$ cat src/rtl/rqtd_pkg.sv
`timescale 1ns / 1ps

package rqtd_pkg;

  localparam int QUEUE_DEPTH = 8;
  localparam int TASK_COUNT  = 4;

  localparam int TASK_W   = 2;
  localparam int NUM_TASK = 4;
  localparam int TIME_W   = 32;
  localparam int PARAM_W  = 32;
  localparam int HALF_W   = 16;
  localparam int QC_W     = 4;
  localparam int CFG_IDX_W = 3;

  localparam int CNT_W = $clog2(QUEUE_DEPTH + 1);
  localparam int IDX_W = (QUEUE_DEPTH > 1) ? $clog2(QUEUE_DEPTH) : 1;

  // hold period 12000 = 375 << 5
  localparam int HOLD_UNIT  = 375;
  localparam int HOLD_LOW_W = 5;
  localparam logic [TIME_W-1:0] HOLD_PERIOD = TIME_W'(HOLD_UNIT << HOLD_LOW_W);
  localparam logic [TIME_W-1:0] HOLD_WINDOW = TIME_W'(2000);

  // reciprocal multiply for the remainder by HOLD_UNIT
  localparam int MOD_X_W     = TIME_W - HOLD_LOW_W;
  localparam int MODR_W      = 9;
  localparam int RECIP_SHIFT = MOD_X_W + MODR_W;
  localparam int RECIP_W     = 28;
  localparam int PROD_W      = MOD_X_W + RECIP_W;
  localparam int QUO_W       = PROD_W - RECIP_SHIFT;
  localparam logic [RECIP_W-1:0] RECIP_M =
    RECIP_W'(((64'd1 << RECIP_SHIFT) + 64'(HOLD_UNIT) - 64'd1) / 64'(HOLD_UNIT));
  localparam int MOD_STEPS = 2;
  localparam int STEP_W    = 1;

  localparam logic [TASK_W-1:0] LAST_TASK = TASK_W'(TASK_COUNT - 1);

  localparam logic ACT_ENQ  = 1'b0;
  localparam logic ACT_TICK = 1'b1;

  localparam logic [CFG_IDX_W-1:0] CFG_POLICY = 3'd0;
  localparam logic [CFG_IDX_W-1:0] CFG_TASK0  = 3'd1;
  localparam logic [CFG_IDX_W-1:0] CFG_TASK1  = 3'd2;
  localparam logic [CFG_IDX_W-1:0] CFG_TASK2  = 3'd3;
  localparam logic [CFG_IDX_W-1:0] CFG_TASK3  = 3'd4;

  localparam logic [PARAM_W-1:0] TASK0_RESET = 32'd65536200;
  localparam logic [PARAM_W-1:0] TASK1_RESET = 32'd131072500;
  localparam logic [PARAM_W-1:0] TASK2_RESET = 32'd262145000;
  localparam logic [PARAM_W-1:0] TASK3_RESET = 32'd393217000;

  typedef enum logic [1:0] {
    FIN_OFF,
    FIN_ENQ,
    FIN_NONE,
    FIN_DISP
  } fin_kind_t;

  typedef struct packed {
    logic      take;
    logic      init;
    logic      scan_step;
    logic      mod_step;
    fin_kind_t fin_kind;
  } rqtd_cmd_t;

  typedef struct packed {
    logic is_enq;
    logic q_empty;
    logic busy;
    logic policy_edf;
    logic single_last;
    logic scan_last;
    logic mod_last;
    logic hold;
    logic out_free;
  } rqtd_stat_t;

  localparam rqtd_cmd_t CMD_NOP = '{
    take: 1'b0, init: 1'b0, scan_step: 1'b0, mod_step: 1'b0, fin_kind: FIN_OFF
  };

  localparam rqtd_cmd_t CMD_TAKE = '{
    take: 1'b1, init: 1'b0, scan_step: 1'b0, mod_step: 1'b0, fin_kind: FIN_OFF
  };

endpackage

$ cat src/rtl/rqtd_ctrl.sv
`timescale 1ns / 1ps

module rqtd_ctrl
  import rqtd_pkg::*;
(
  input  logic       clk,
  input  logic       rst_n,
  input  logic       in_valid,
  input  rqtd_stat_t stat,
  output rqtd_cmd_t  cmd
);

  typedef enum logic [2:0] {
    S_IDLE,
    S_DECIDE,
    S_SCAN,
    S_MOD,
    S_HOLD,
    S_FINISH
  } state_t;

  state_t    state_r, state_nxt;
  rqtd_cmd_t cmd_r, cmd_nxt;

  always_comb begin
    state_nxt = state_r;
    cmd_nxt   = CMD_NOP;
    case (state_r)
      S_IDLE: begin
        if (in_valid) begin
          state_nxt    = S_DECIDE;
          cmd_nxt.init = 1'b1;
        end else begin
          cmd_nxt.take = 1'b1;
        end
      end
      S_DECIDE: begin
        if (stat.is_enq) begin
          state_nxt        = S_FINISH;
          cmd_nxt.fin_kind = FIN_ENQ;
        end else if (stat.q_empty || stat.busy) begin
          state_nxt        = S_FINISH;
          cmd_nxt.fin_kind = FIN_NONE;
        end else if (!stat.policy_edf) begin
          state_nxt        = S_FINISH;
          cmd_nxt.fin_kind = FIN_DISP;
        end else if (stat.single_last) begin
          state_nxt        = S_MOD;
          cmd_nxt.mod_step = 1'b1;
        end else begin
          state_nxt         = S_SCAN;
          cmd_nxt.scan_step = 1'b1;
        end
      end
      S_SCAN: begin
        if (stat.scan_last) begin
          state_nxt        = S_FINISH;
          cmd_nxt.fin_kind = FIN_DISP;
        end else begin
          cmd_nxt.scan_step = 1'b1;
        end
      end
      S_MOD: begin
        if (stat.mod_last) begin
          state_nxt = S_HOLD;
        end else begin
          cmd_nxt.mod_step = 1'b1;
        end
      end
      S_HOLD: begin
        state_nxt        = S_FINISH;
        cmd_nxt.fin_kind = stat.hold ? FIN_NONE : FIN_DISP;
      end
      S_FINISH: begin
        if (stat.out_free) begin
          state_nxt    = S_IDLE;
          cmd_nxt.take = 1'b1;
        end else begin
          cmd_nxt = cmd_r;
        end
      end
      default: begin
        state_nxt    = S_IDLE;
        cmd_nxt.take = 1'b1;
      end
    endcase
  end

  always_ff @(posedge clk) begin
    if (!rst_n) begin
      state_r <= S_IDLE;
      cmd_r   <= CMD_TAKE;
    end else begin
      state_r <= state_nxt;
      cmd_r   <= cmd_nxt;
    end
  end

  assign cmd = cmd_r;

endmodule

$ cat src/rtl/rqtd_dp.sv
`timescale 1ns / 1ps

module rqtd_dp
  import rqtd_pkg::*;
(
  input  logic                 clk,
  input  logic                 rst_n,
  input  rqtd_cmd_t            cmd,
  output rqtd_stat_t           stat,
  input  logic                 cfg_we,
  input  logic [CFG_IDX_W-1:0] cfg_index,
  input  logic [PARAM_W-1:0]   cfg_data,
  input  logic                 in_valid,
  input  logic                 in_action,
  input  logic [TASK_W-1:0]    in_task_number,
  input  logic [TIME_W-1:0]    in_now_ms,
  output logic                 out_valid,
  input  logic                 out_stall,
  output logic                 out_dispatched,
  output logic [TASK_W-1:0]    out_dispatched_task,
  output logic [TIME_W-1:0]    out_finish_time,
  output logic                 out_status,
  output logic [QC_W-1:0]      out_queue_count
);

  // configuration
  logic               policy_r;
  logic [PARAM_W-1:0] params_r [NUM_TASK];

  // captured item
  logic              act_r;
  logic [TASK_W-1:0] task_r;
  logic [TIME_W-1:0] now_r;

  // queue and timing state
  logic [TASK_W-1:0] entries_r [QUEUE_DEPTH];
  logic [CNT_W-1:0]  count_r;
  logic [TIME_W-1:0] busy_until_r;

  // deadline scan
  logic [IDX_W-1:0]  scan_idx_r;
  logic [IDX_W-1:0]  pick_r;
  logic              have_r;
  logic [HALF_W-1:0] best_d_r;
  logic [HALF_W-1:0] best_r_r;

  // modulo unit, reciprocal multiply then remainder
  logic [TIME_W-1:0] rem_r;
  logic [QUO_W-1:0]  quo_r;
  logic [STEP_W-1:0] step_r;

  // result register
  logic              out_valid_r;
  logic              out_disp_r;
  logic [TASK_W-1:0] out_task_r;
  logic [TIME_W-1:0] out_finish_r;
  logic              out_status_r;
  logic [QC_W-1:0]   out_count_r;

  logic               load;
  logic               out_free;
  logic               fire;
  logic [TASK_W-1:0]  cur_task;
  logic [HALF_W-1:0]  cur_d;
  logic [HALF_W-1:0]  cur_r;
  logic               better;
  logic [MOD_X_W-1:0] mod_x;
  logic [QUO_W-1:0]   mod_quo;
  logic [MODR_W-1:0]  mod_rem;
  logic [TASK_W-1:0]  disp_task;
  logic [TIME_W-1:0]  disp_finish;
  logic               enq_full;
  logic               enq_valid;

  assign load     = in_valid && cmd.take;
  assign out_free = !out_valid_r || !out_stall;
  assign fire     = (cmd.fin_kind != FIN_OFF) && out_free;

  assign cur_task = entries_r[scan_idx_r];
  assign cur_d    = params_r[cur_task][PARAM_W-1:HALF_W];
  assign cur_r    = params_r[cur_task][HALF_W-1:0];
  assign better   = !have_r || (cur_d < best_d_r) ||
                    ((cur_d == best_d_r) && (cur_r < best_r_r));

  assign mod_x   = now_r[TIME_W-1:HOLD_LOW_W];
  assign mod_quo = QUO_W'((PROD_W'(mod_x) * PROD_W'(RECIP_M)) >> RECIP_SHIFT);
  assign mod_rem = MODR_W'(mod_x - MOD_X_W'(quo_r) * MOD_X_W'(HOLD_UNIT));

  assign disp_task   = entries_r[pick_r];
  assign disp_finish = now_r + TIME_W'(params_r[disp_task][HALF_W-1:0]);

  assign enq_valid = int'(task_r) < TASK_COUNT;
  assign enq_full  = int'(count_r) >= QUEUE_DEPTH;

  always_comb begin
    stat.is_enq      = (act_r == ACT_ENQ);
    stat.q_empty     = (count_r == '0);
    stat.busy        = (now_r < busy_until_r);
    stat.policy_edf  = policy_r;
    stat.single_last = (count_r == CNT_W'(1)) && (entries_r[0] == LAST_TASK);
    stat.scan_last   = (CNT_W'(scan_idx_r) == count_r - CNT_W'(1));
    stat.mod_last    = (step_r == '0);
    stat.hold        = (rem_r <= HOLD_WINDOW);
    stat.out_free    = out_free;
  end

  always_ff @(posedge clk) begin
    if (!rst_n) begin
      policy_r    <= 1'b0;
      params_r[0] <= TASK0_RESET;
      params_r[1] <= TASK1_RESET;
      params_r[2] <= TASK2_RESET;
      params_r[3] <= TASK3_RESET;
    end else if (cfg_we) begin
      case (cfg_index)
        CFG_POLICY: policy_r    <= cfg_data[0];
        CFG_TASK0:  params_r[0] <= cfg_data;
        CFG_TASK1:  params_r[1] <= cfg_data;
        CFG_TASK2:  params_r[2] <= cfg_data;
        CFG_TASK3:  params_r[3] <= cfg_data;
        default: ;
      endcase
    end
  end

  always_ff @(posedge clk) begin
    if (load) begin
      act_r  <= in_action;
      task_r <= in_task_number;
      now_r  <= in_now_ms;
    end
  end

  always_ff @(posedge clk) begin
    if (cmd.init) begin
      scan_idx_r <= '0;
      pick_r     <= '0;
      have_r     <= 1'b0;
      step_r     <= STEP_W'(MOD_STEPS - 1);
    end else begin
      if (cmd.scan_step) begin
        scan_idx_r <= scan_idx_r + IDX_W'(1);
        if (better) begin
          have_r   <= 1'b1;
          best_d_r <= cur_d;
          best_r_r <= cur_r;
          pick_r   <= scan_idx_r;
        end
      end
      if (cmd.mod_step) begin
        quo_r  <= mod_quo;
        rem_r  <= TIME_W'({mod_rem, now_r[HOLD_LOW_W-1:0]});
        step_r <= step_r - STEP_W'(1);
      end
    end
  end

  // queue contents, no reset
  always_ff @(posedge clk) begin
    if (fire && (cmd.fin_kind == FIN_ENQ) && enq_valid && !enq_full) begin
      entries_r[count_r[IDX_W-1:0]] <= task_r;
    end else if (fire && (cmd.fin_kind == FIN_DISP)) begin
      for (int i = 0; i < QUEUE_DEPTH - 1; i++) begin
        if (IDX_W'(i) >= pick_r) begin
          entries_r[i] <= entries_r[i+1];
        end
      end
    end
  end

  always_ff @(posedge clk) begin
    if (!rst_n) begin
      count_r      <= '0;
      busy_until_r <= '0;
    end else if (fire) begin
      case (cmd.fin_kind)
        FIN_ENQ: begin
          if (enq_valid && !enq_full) begin
            count_r <= count_r + CNT_W'(1);
          end
        end
        FIN_DISP: begin
          count_r      <= count_r - CNT_W'(1);
          busy_until_r <= disp_finish;
        end
        default: ;
      endcase
    end
  end

  always_ff @(posedge clk) begin
    if (!rst_n) begin
      out_valid_r <= 1'b0;
    end else if (fire) begin
      out_valid_r <= 1'b1;
    end else if (!out_stall) begin
      out_valid_r <= 1'b0;
    end
  end

  always_ff @(posedge clk) begin
    if (fire) begin
      case (cmd.fin_kind)
        FIN_ENQ: begin
          out_disp_r   <= 1'b0;
          out_task_r   <= '0;
          out_finish_r <= busy_until_r;
          out_status_r <= enq_valid && enq_full;
          out_count_r  <= (enq_valid && !enq_full) ? QC_W'(count_r + CNT_W'(1))
                                                   : QC_W'(count_r);
        end
        FIN_DISP: begin
          out_disp_r   <= 1'b1;
          out_task_r   <= disp_task;
          out_finish_r <= disp_finish;
          out_status_r <= 1'b0;
          out_count_r  <= QC_W'(count_r - CNT_W'(1));
        end
        default: begin
          out_disp_r   <= 1'b0;
          out_task_r   <= '0;
          out_finish_r <= busy_until_r;
          out_status_r <= 1'b0;
          out_count_r  <= QC_W'(count_r);
        end
      endcase
    end
  end

  assign out_valid           = out_valid_r;
  assign out_dispatched      = out_disp_r;
  assign out_dispatched_task = out_task_r;
  assign out_finish_time     = out_finish_r;
  assign out_status          = out_status_r;
  assign out_queue_count     = out_count_r;

endmodule

$ cat src/rtl/ready_queue_task_dispatcher.sv
`timescale 1ns / 1ps
// after transfer, S_DECIDE then S_FINISH load the result for enqueue, fifo release or none;
// deadline mode with N entries waiting adds S_SCAN (scan reads one entry per cycle);
// last task alone in deadline mode: S_MOD (mod 12000 by reciprocal, 2 steps), then S_HOLD.
// next item is taken the cycle after the result is loaded, so items are handled one at a time.
// synchronous active-low reset empties the queue, clears busy time and output valid,
// and restores the register defaults; queue contents are left as they are.

module ready_queue_task_dispatcher
  import rqtd_pkg::*;
(
  input  logic                 clk,
  input  logic                 rst_n,
  input  logic                 cfg_we,
  input  logic [CFG_IDX_W-1:0] cfg_index,
  input  logic [PARAM_W-1:0]   cfg_data,
  input  logic                 in_valid,
  output logic                 in_stall,
  input  logic                 in_action,
  input  logic [TASK_W-1:0]    in_task_number,
  input  logic [TIME_W-1:0]    in_now_ms,
  output logic                 out_valid,
  input  logic                 out_stall,
  output logic                 out_dispatched,
  output logic [TASK_W-1:0]    out_dispatched_task,
  output logic [TIME_W-1:0]    out_finish_time,
  output logic                 out_status,
  output logic [QC_W-1:0]      out_queue_count
);

  rqtd_cmd_t  cmd;
  rqtd_stat_t stat;

  rqtd_ctrl u_ctrl (
    .clk      (clk),
    .rst_n    (rst_n),
    .in_valid (in_valid),
    .stat     (stat),
    .cmd      (cmd)
  );

  rqtd_dp u_dp (
    .clk                 (clk),
    .rst_n               (rst_n),
    .cmd                 (cmd),
    .stat                (stat),
    .cfg_we              (cfg_we),
    .cfg_index           (cfg_index),
    .cfg_data            (cfg_data),
    .in_valid            (in_valid),
    .in_action           (in_action),
    .in_task_number      (in_task_number),
    .in_now_ms           (in_now_ms),
    .out_valid           (out_valid),
    .out_stall           (out_stall),
    .out_dispatched      (out_dispatched),
    .out_dispatched_task (out_dispatched_task),
    .out_finish_time     (out_finish_time),
    .out_status          (out_status),
    .out_queue_count     (out_queue_count)
  );

  assign in_stall = !cmd.take;

endmodule

$ cat config.mk
export PLATFORM = sky130hd
export DESIGN_NAME = ready_queue_task_dispatcher
export DESIGN_NICKNAME = d
export VERILOG_FILES = /design/src/rtl/rqtd_pkg.sv /design/src/rtl/rqtd_ctrl.sv /design/src/rtl/rqtd_dp.sv /design/src/rtl/ready_queue_task_dispatcher.sv
export SDC_FILE = /design/constraint.sdc
export NUM_CORES = 1
export LEC_CHECK = 0
export BUFFER_PORTS_ARGS = -buffer_cell sky130_fd_sc_hd__buf_4
export CORE_AREA = 2 2 268 270
export DETAILED_ROUTE_END_ITERATION = 8
export DIE_AREA = 0 0 270 272
export GPL_ROUTABILITY_DRIVEN = 0
export GPL_TIMING_DRIVEN = 0
export PLACE_DENSITY = 0.64
export SYNTH_ARGS = -nofsm -noshare
export SYNTH_HDL_FRONTEND = slang
export SYNTH_SLANG_ARGS = --single-unit
$ cat constraint.sdc
create_clock -name clk -period 15.8 [get_ports clk]
set_input_delay 1.58 -clock clk [delete_from_list [all_inputs] [get_ports clk]]
set_output_delay 1.58 -clock clk [all_outputs]
set_load 0.005 [all_outputs]
Word level (Yosys, flattened, before mapping)
Memory sizes are Yosys's and may differ from the RTL's. A register that Yosys moved wholly into a read port is not among the register bits.
Cells that the tools add are included.
{ "word_totals": {"n_memories": 2, "inputBits": 75, "register_bits": 195, "out_inout_bits": 42, "wordCells": 194, "ram_bits": 144} }
{ "classes": {"add_sub_neg": 6, "n_mux": 94, "n_mul": 2, "eq_ne": 20, "bitwise_logic": 5, "magnitude_cmp": 12, "n_reduce_logical": 27} }
{ "memory_table": {"columns": ["name", "words", "width", "rd", "rd_clocked_by_memory_dff", "write_ports", "line_no", "rtl"], "rows": [
  ["u_dp.params_r", 4, 32, 2, 0, 4, "rqtd_dp.sv:28", "logic [PARAM_W-1:0] params_r [NUM_TASK];"],
  ["u_dp.entries_r", 8, 2, 10, 2, 7, "rqtd_dp.sv:36", "logic [TASK_W-1:0] entries_r [QUEUE_DEPTH];"]
]} }
{ "ops": {"columns": ["op", "count"], "rows": [
  ["two-way mux 32 bit", 5],
  ["two-way mux 1 bit", 60],
  ["multiplier 27 x 27 -> 54 bit (second input constant)", 1],
  ["two-way mux 3 bit", 12],
  ["adder 32 x 16 -> 32 bit", 1],
  ["< comparator 16 bit", 2],
  ["< comparator 32 bit", 1],
  ["multiplier 19 x 9 -> 9 bit (second input constant)", 1],
  ["one-hot mux 3 bit (6 select lines)", 1],
  ["== test 16 bit", 1],
  ["two-way mux 2 bit", 8],
  ["<= comparator 14 x 11 -> 1 bit (second input constant)", 1],
  ["== test 3 x 2 -> 1 bit (second input constant)", 4],
  ["== test 3 bit (second input constant)", 3],
  ["greater-or-equal comparator 3 bit (first input constant)", 3],
  ["one-hot mux 1 bit (3 select lines)", 3],
  ["subtractor 9 bit", 1],
  ["one-hot mux 2 bit (4 select lines)", 1],
  ["one-hot mux 4 bit (2 select lines)", 1],
  ["logical AND 1 bit", 7],
  ["== test 3 x 1 -> 1 bit (second input constant)", 2],
  ["greater-or-equal comparator 1 x 3 -> 1 bit (first input constant)", 2],
  ["greater-or-equal comparator 2 x 3 -> 1 bit (first input constant)", 2],
  ["logical NOT 3 bit", 2],
  ["other kinds (25)", 41]
]} }

Longest topological paths before layout
{ "depth": {"depth_word": 9, "depth_mapped": 22, "depth_no_buf": 22} }

Modules after synthesis
A second synthesis with hierarchy kept.
{ "unflattened": {"hier_cells": 2708, "area_unflattened_um2": 28807.6} }
{ "by_module_without_submodules": {"columns": ["module", "area_each_um2", "instances", "seq_area_each_um2", "cells_each"], "rows": [
  ["rqtd_dp", 28245.8, 1, 9268.9, 2642],
  ["rqtd_ctrl", 558.0, 1, 180.2, 65],
  ["ready_queue_task_dispatcher", 3.8, 1, 0.0, 1]
]} }

Least setup slack after synthesis
No wires, ideal clock.
{ "synth_timing": {"path_kind": "reg-to-reg", "startpoint": "register u_dp.now_r[9]", "endpoint": "register u_dp.quo_r[8] (data pin)", "path_buffers": 0, "path_stages_with_launch": 21, "t_required_ns": 15.537, "period_less_slack_ns": 6.337, "setup_slack_ns": 9.463, "arrival_time_ns": 6.075, "cell_sequence": "edfxtp_1 ha_1 inv_1 fa_1 inv_1 fa_1 fa_1 fa_1 fa_1 inv_1 fa_1 inv_1 ha_1 a21oi_1 o21ai_0 a221o_1 nand4b_1 o211ai_1 o2111ai_1 a311oi_1 xnor2_1"} }
{ "synth_via": {"elab_chain_len": 1} }
{ "synth_lines": {"columns": ["element", "line_no", "rtl"], "rows": [
  ["from (decl)", "rqtd_dp.sv:33", "logic [TIME_W-1:0] now_r;"],
  ["from (signal assigned)", "rqtd_dp.sv:130", "now_r <= in_now_ms;"],
  ["multiplier 27 x 27 -> 54 bit", "rqtd_dp.sv:86", "assign mod_quo = QUO_W'((PROD_W'(mod_x) * PROD_W'(RECIP_M)) >> RECIP_SHIFT);"],
  ["net u_dp.mod_quo[8]", "rqtd_dp.sv:68", "logic [QUO_W-1:0] mod_quo;"],
  ["to (signal assigned)", "rqtd_dp.sv:151", "quo_r <= mod_quo;"],
  ["to (decl)", "rqtd_dp.sv:49", "logic [QUO_W-1:0] quo_r;"]
]} }
The timed path passes the listed nets, and every way through them passes these cells.
A chain may end at the register's enable or synchronous reset.

Worst setup path in the final report
{ "layout_timing": {"startpoint": "register u_dp.now_r[16]", "endpoint": "register u_dp.quo_r[8] (data pin)"} }
The elaborated chain is that of the path after synthesis.

==> out/metrics.json <==
{
  "outcome": {"value": "finished, final reports clean"},
  "detailroute.wirelength.met2": {"value": 34700, "unit": "um"},
  "final.setup.tns": {"value": 0, "unit": "ns"},
  "worstPathArrival": {"value": 8.03, "unit": "ns"},
  "ys_top_cells_by_area": {"value": "edfxtp_1, fa_1, ha_1"},
  "finalSetupViolations": {"value": 0},
  "max_slew_margin": {"value": 0.228},
  "highest-signal-layer": {"value": "met5"},
  "netSwitchingFraction": {"value": 0.459},
  "synthMostInstantiatedCell": {"value": "inv_1"},
  "synth_instances": {"value": 2687},
  "commonest_register_cell_after_synthesis": {"value": "edfxtp_1"},
  "grt_start_max_net_pins": {"value": 33},
  "synth-edff-count": {"value": 274},
  "num_cts_buffers": {"value": 37},
  "route.detailed.vias_per_inst": {"value": 5.11},
  "pwr-share-clk": {"value": 0.140},
  "ys_top_cells_by_count": {"value": "inv_1, ha_1, fa_1"},
  "pwr_density_cell": {"value": 208, "unit": "mW/mm2"},
  "clk_pin_slew": {"value": 0.06, "unit": "ns"},
  "path_class": {"value": "reg -> reg"},
  "post-synth-top-area-cell": {"value": "edfxtp_1"},
  "worstPathRequired": {"value": 16.10, "unit": "ns"},
  "place.detailed.instances": {"value": 3760},
  "worst_setup_path_start_kind": {"value": "register"},
  "place.detailed.hpwl": {"value": 59500, "unit": "um"},
  "htree_levels": {"value": 2},
  "rsz0062_at_grt": {"value": "no"},
  "tritoncts_clock_tree": {"value": "yes"},
  "starting_drt_drc_count": {"value": 1567},
  "min_period_over_period": {"value": 0.489},
  "sequential_area_share_after_synthesis": {"value": 0.329},
  "end_kind": {"value": "register"},
  "p_leak": {"value": 14.4, "unit": "nW"},
  "clk-insertion-delay-late": {"value": 0.57, "unit": "ns"},
  "finalClockSkew": {"value": 0.0153, "unit": "ns"},
  "wirelength_met1": {"value": 33600, "unit": "um"},
  "synth_seq_cells": {"value": 335},
  "dieWidth": {"value": 270, "unit": "um"},
  "min-delay-path-class": {"value": "reg -> reg"},
  "switching_power": {"value": 0.00308, "unit": "W"},
  "drtAntennaViolNets": {"value": 0},
  "wl": {"value": 76400, "unit": "um"},
  "clock_path_buffers": {"value": 3},
  "drive_above_1_share": {"value": 0.0764},
  "wl_met3": {"value": 6380, "unit": "um"},
  "intPower": {"value": 0.00362, "unit": "W"},
  "synthesis.area_per_instance": {"value": 10.7, "unit": "um2"},
  "synth.cell_area": {"value": 0.0287, "unit": "mm2"},
  "first_global_vias": {"value": 19800},
  "yosys_cell_types": {"value": 68},
  "timing_max_transition_violations_final": {"value": 0},
  "cts_root_buf": {"value": "clkbuf_16"},
  "ir_worst_vdd": {"value": 0.000336, "unit": "V"},
  "io_buffer_count": {"value": 116},
  "final_hold_vio_count": {"value": 0},
  "fmaxAchievable": {"value": 129, "unit": "MHz"},
  "worstMarginPinSlew": {"value": 1.13, "unit": "ns"},
  "grt_antenna_before_repair": {"value": 6},
  "track_usage": {"value": 0.211},
  "design_area": {"value": 0.0323, "unit": "mm2"},
  "detailedRoute.firstPassIterationCount": {"value": 5},
  "crit_path_max_fanout": {"value": 13},
  "power_after_layout": {"value": 0.00670, "unit": "W"},
  "p_comb_frac": {"value": 0.685},
  "post_cts_resize_count": {"value": 0},
  "cts.hold.buffers_added": {"value": 0},
  "post-synth-top-area-fraction": {"value": 0.287},
  "synth-async-reset-ratio": {"value": 0},
  "cts.sink_count": {"value": 335},
  "synth_warnings": {"value": 0},
  "final.fill_count": {"value": 6601},
  "ios": {"value": 117},
  "detailed_place.area": {"value": 0.0310, "unit": "mm2"},
  "fin_hold_ws": {"value": 0.473, "unit": "ns"},
  "final_nets": {"value": 3558},
  "starting_density": {"value": 0.405},
  "p_seq_frac": {"value": 0.175},
  "final.min_clock_period": {"value": 7.73, "unit": "ns"},
  "area.growth.synth_to_final": {"value": 12.5, "unit": "%"},
  "fp.dieH": {"value": 272, "unit": "um"},
  "remaining_drc_errors": {"value": 0},
  "std_cell_rows": {"value": 98},
  "routed-via-count": {"value": 19600},
  "core": {"value": 0.0708, "unit": "mm2"},
  "final_cells": {"value": 3830},
  "cts_setup_buffers": {"value": 0},
  "syn-num-nets": {"value": 3396},
  "post_drt_wl_per_cell": {"value": 19.9, "unit": "um"},
  "fp.dieArea": {"value": 0.0734, "unit": "mm2"},
  "drv_cap": {"value": 0},
  "grt_pass1_wl": {"value": 118000, "unit": "um"},
  "grt.overflow.total": {"value": 0}
}
## final cells by class
type / instances / area [um2] / area share
Clock inverter: 12 / 236 / 0.00733
Inverter: 614 / 2300 / 0.0714
Timing Repair Buffer: 123 / 1050 / 0.0325
Sequential cell: 335 / 9450 / 0.293
Tap cell: 950 / 1190 / 0.0368
Buffer: 72 / 272 / 0.00841
Multi-Input combinational cell: 1666 / 16700 / 0.518
Antenna cell: 2 / 5.00 / 0.000155
Clock buffer: 56 / 1060 / 0.0328
## power by group through the flow
stage               Combinational (W)  Sequential (W)  Clock, W
floorplan                     0.00337         0.00117         0
CTS                           0.00465         0.00117  0.000952
global placement              0.00452         0.00119         0
detailed placement            0.00461         0.00119         0
global route                  0.00531         0.00118  0.000989
finish                        0.00459         0.00117  0.000937
## path summary, 6_finish.rpt
path | start | end | slack (ns) | cells after the start
setup / recovery | u_dp.now_r[16]$_DFFE_PP_ | u_dp.quo_r[8]$_DFFE_PP_ | 8.07 | 22
hold / removal | u_dp.busy_until_r[11]$_SDFFE_PN0P_ | u_dp.busy_until_r[11]$_SDFFE_PN0P_ | 0.47 | 2
setup reg to reg | u_dp.now_r[16]$_DFFE_PP_ | u_dp.quo_r[8]$_DFFE_PP_ | 8.07 | 22
hold reg to reg | u_dp.busy_until_r[11]$_SDFFE_PN0P_ | u_dp.busy_until_r[11]$_SDFFE_PN0P_ | 0.47 | 2
## metrics by stage
step                      setup WS, ns  utilization
after global routing              7.76        0.456
after CTS                         8.11        0.456
after detailed placement          8.11        0.438
after floorplan                   9.46            -
after global placement            8.12        0.435
final                             8.07        0.456
## flip-flops by register name, summed over array words and instances, names as in the netlist, 4 cells and up, named ones only
| register | flops |
|---|---|
| u_dp.params_r | 128 |
| u_dp.busy_until_r | 32 |
| u_dp.now_r | 32 |
| u_dp.out_finish_time | 32 |
| u_dp.best_d_r | 16 |
| u_dp.best_r_r | 16 |
| u_dp.entries_r | 16 |
| u_dp.rem_r | 14 |
| u_dp.quo_r | 9 |
| u_ctrl.cmd | 6 |
| u_dp.count_r | 4 |
| u_dp.out_queue_count | 4 |
## worst max-delay path: stages, from the launching register on
cell,delay [ns]
edfxtp_1,1.00
inv_1,0.46
fa_1,0.64
inv_1,0.05
fa_1,0.46
ha_1,0.32
fa_1,0.51
inv_1,0.05
fa_1,0.47
inv_1,0.05
fa_1,0.53
inv_1,0.06
fa_1,0.52
inv_1,0.05
ha_1,0.28
nand4_1,0.17
a211oi_1,0.27
o2111ai_1,0.23
nand4b_1,0.17
o211ai_1,0.18
o2111ai_1,0.58
a311oi_1,0.22
xnor2_1,0.20
## cell usage in the layout, fill, tap and decap left out, types with 15 or more instances in the layout
cell         n
a21boi_0    15
nor2b_1     23
nor3_1      16
nand2_1    164
xnor2_1     70
xor2_1      20
fa_1       294
and2_1      97
and3_1      28
edfxtp_1   274
clkbuf_16   38
nand4_1     17
a31oi_1     38
inv_1      614
a211oi_1    52
or3_1       30
a21o_1      23
o21ai_0     82
buf_4      116
nand3_1     24
nand2b_1    34
nor2_1      54
mux2_2      18
mux2i_1     29
a21oi_1     86
dfxtp_1     61
clkbuf_1    85
ha_1       340
## cell families after synthesis
logic type / after synthesis / share of synthesized area
fa+ha+maj: 634 / 0.354
mux: 56 / 0.0243
buf+inv: 686 / 0.0898
xor+xnor: 90 / 0.0275
compound gates: 373 / 0.0833
simple gates: 513 / 0.0923
flops: 335 / 0.329
## routing by layer
layer / up-vias / GRT usage
li1: 9161 / -
met1: 9654 / 0.293
met2: 661 / 0.336
met3: 105 / 0.0493
met4: 4 / 0.0481
met5: - / 0
Power figures use the tool's default switching activity.
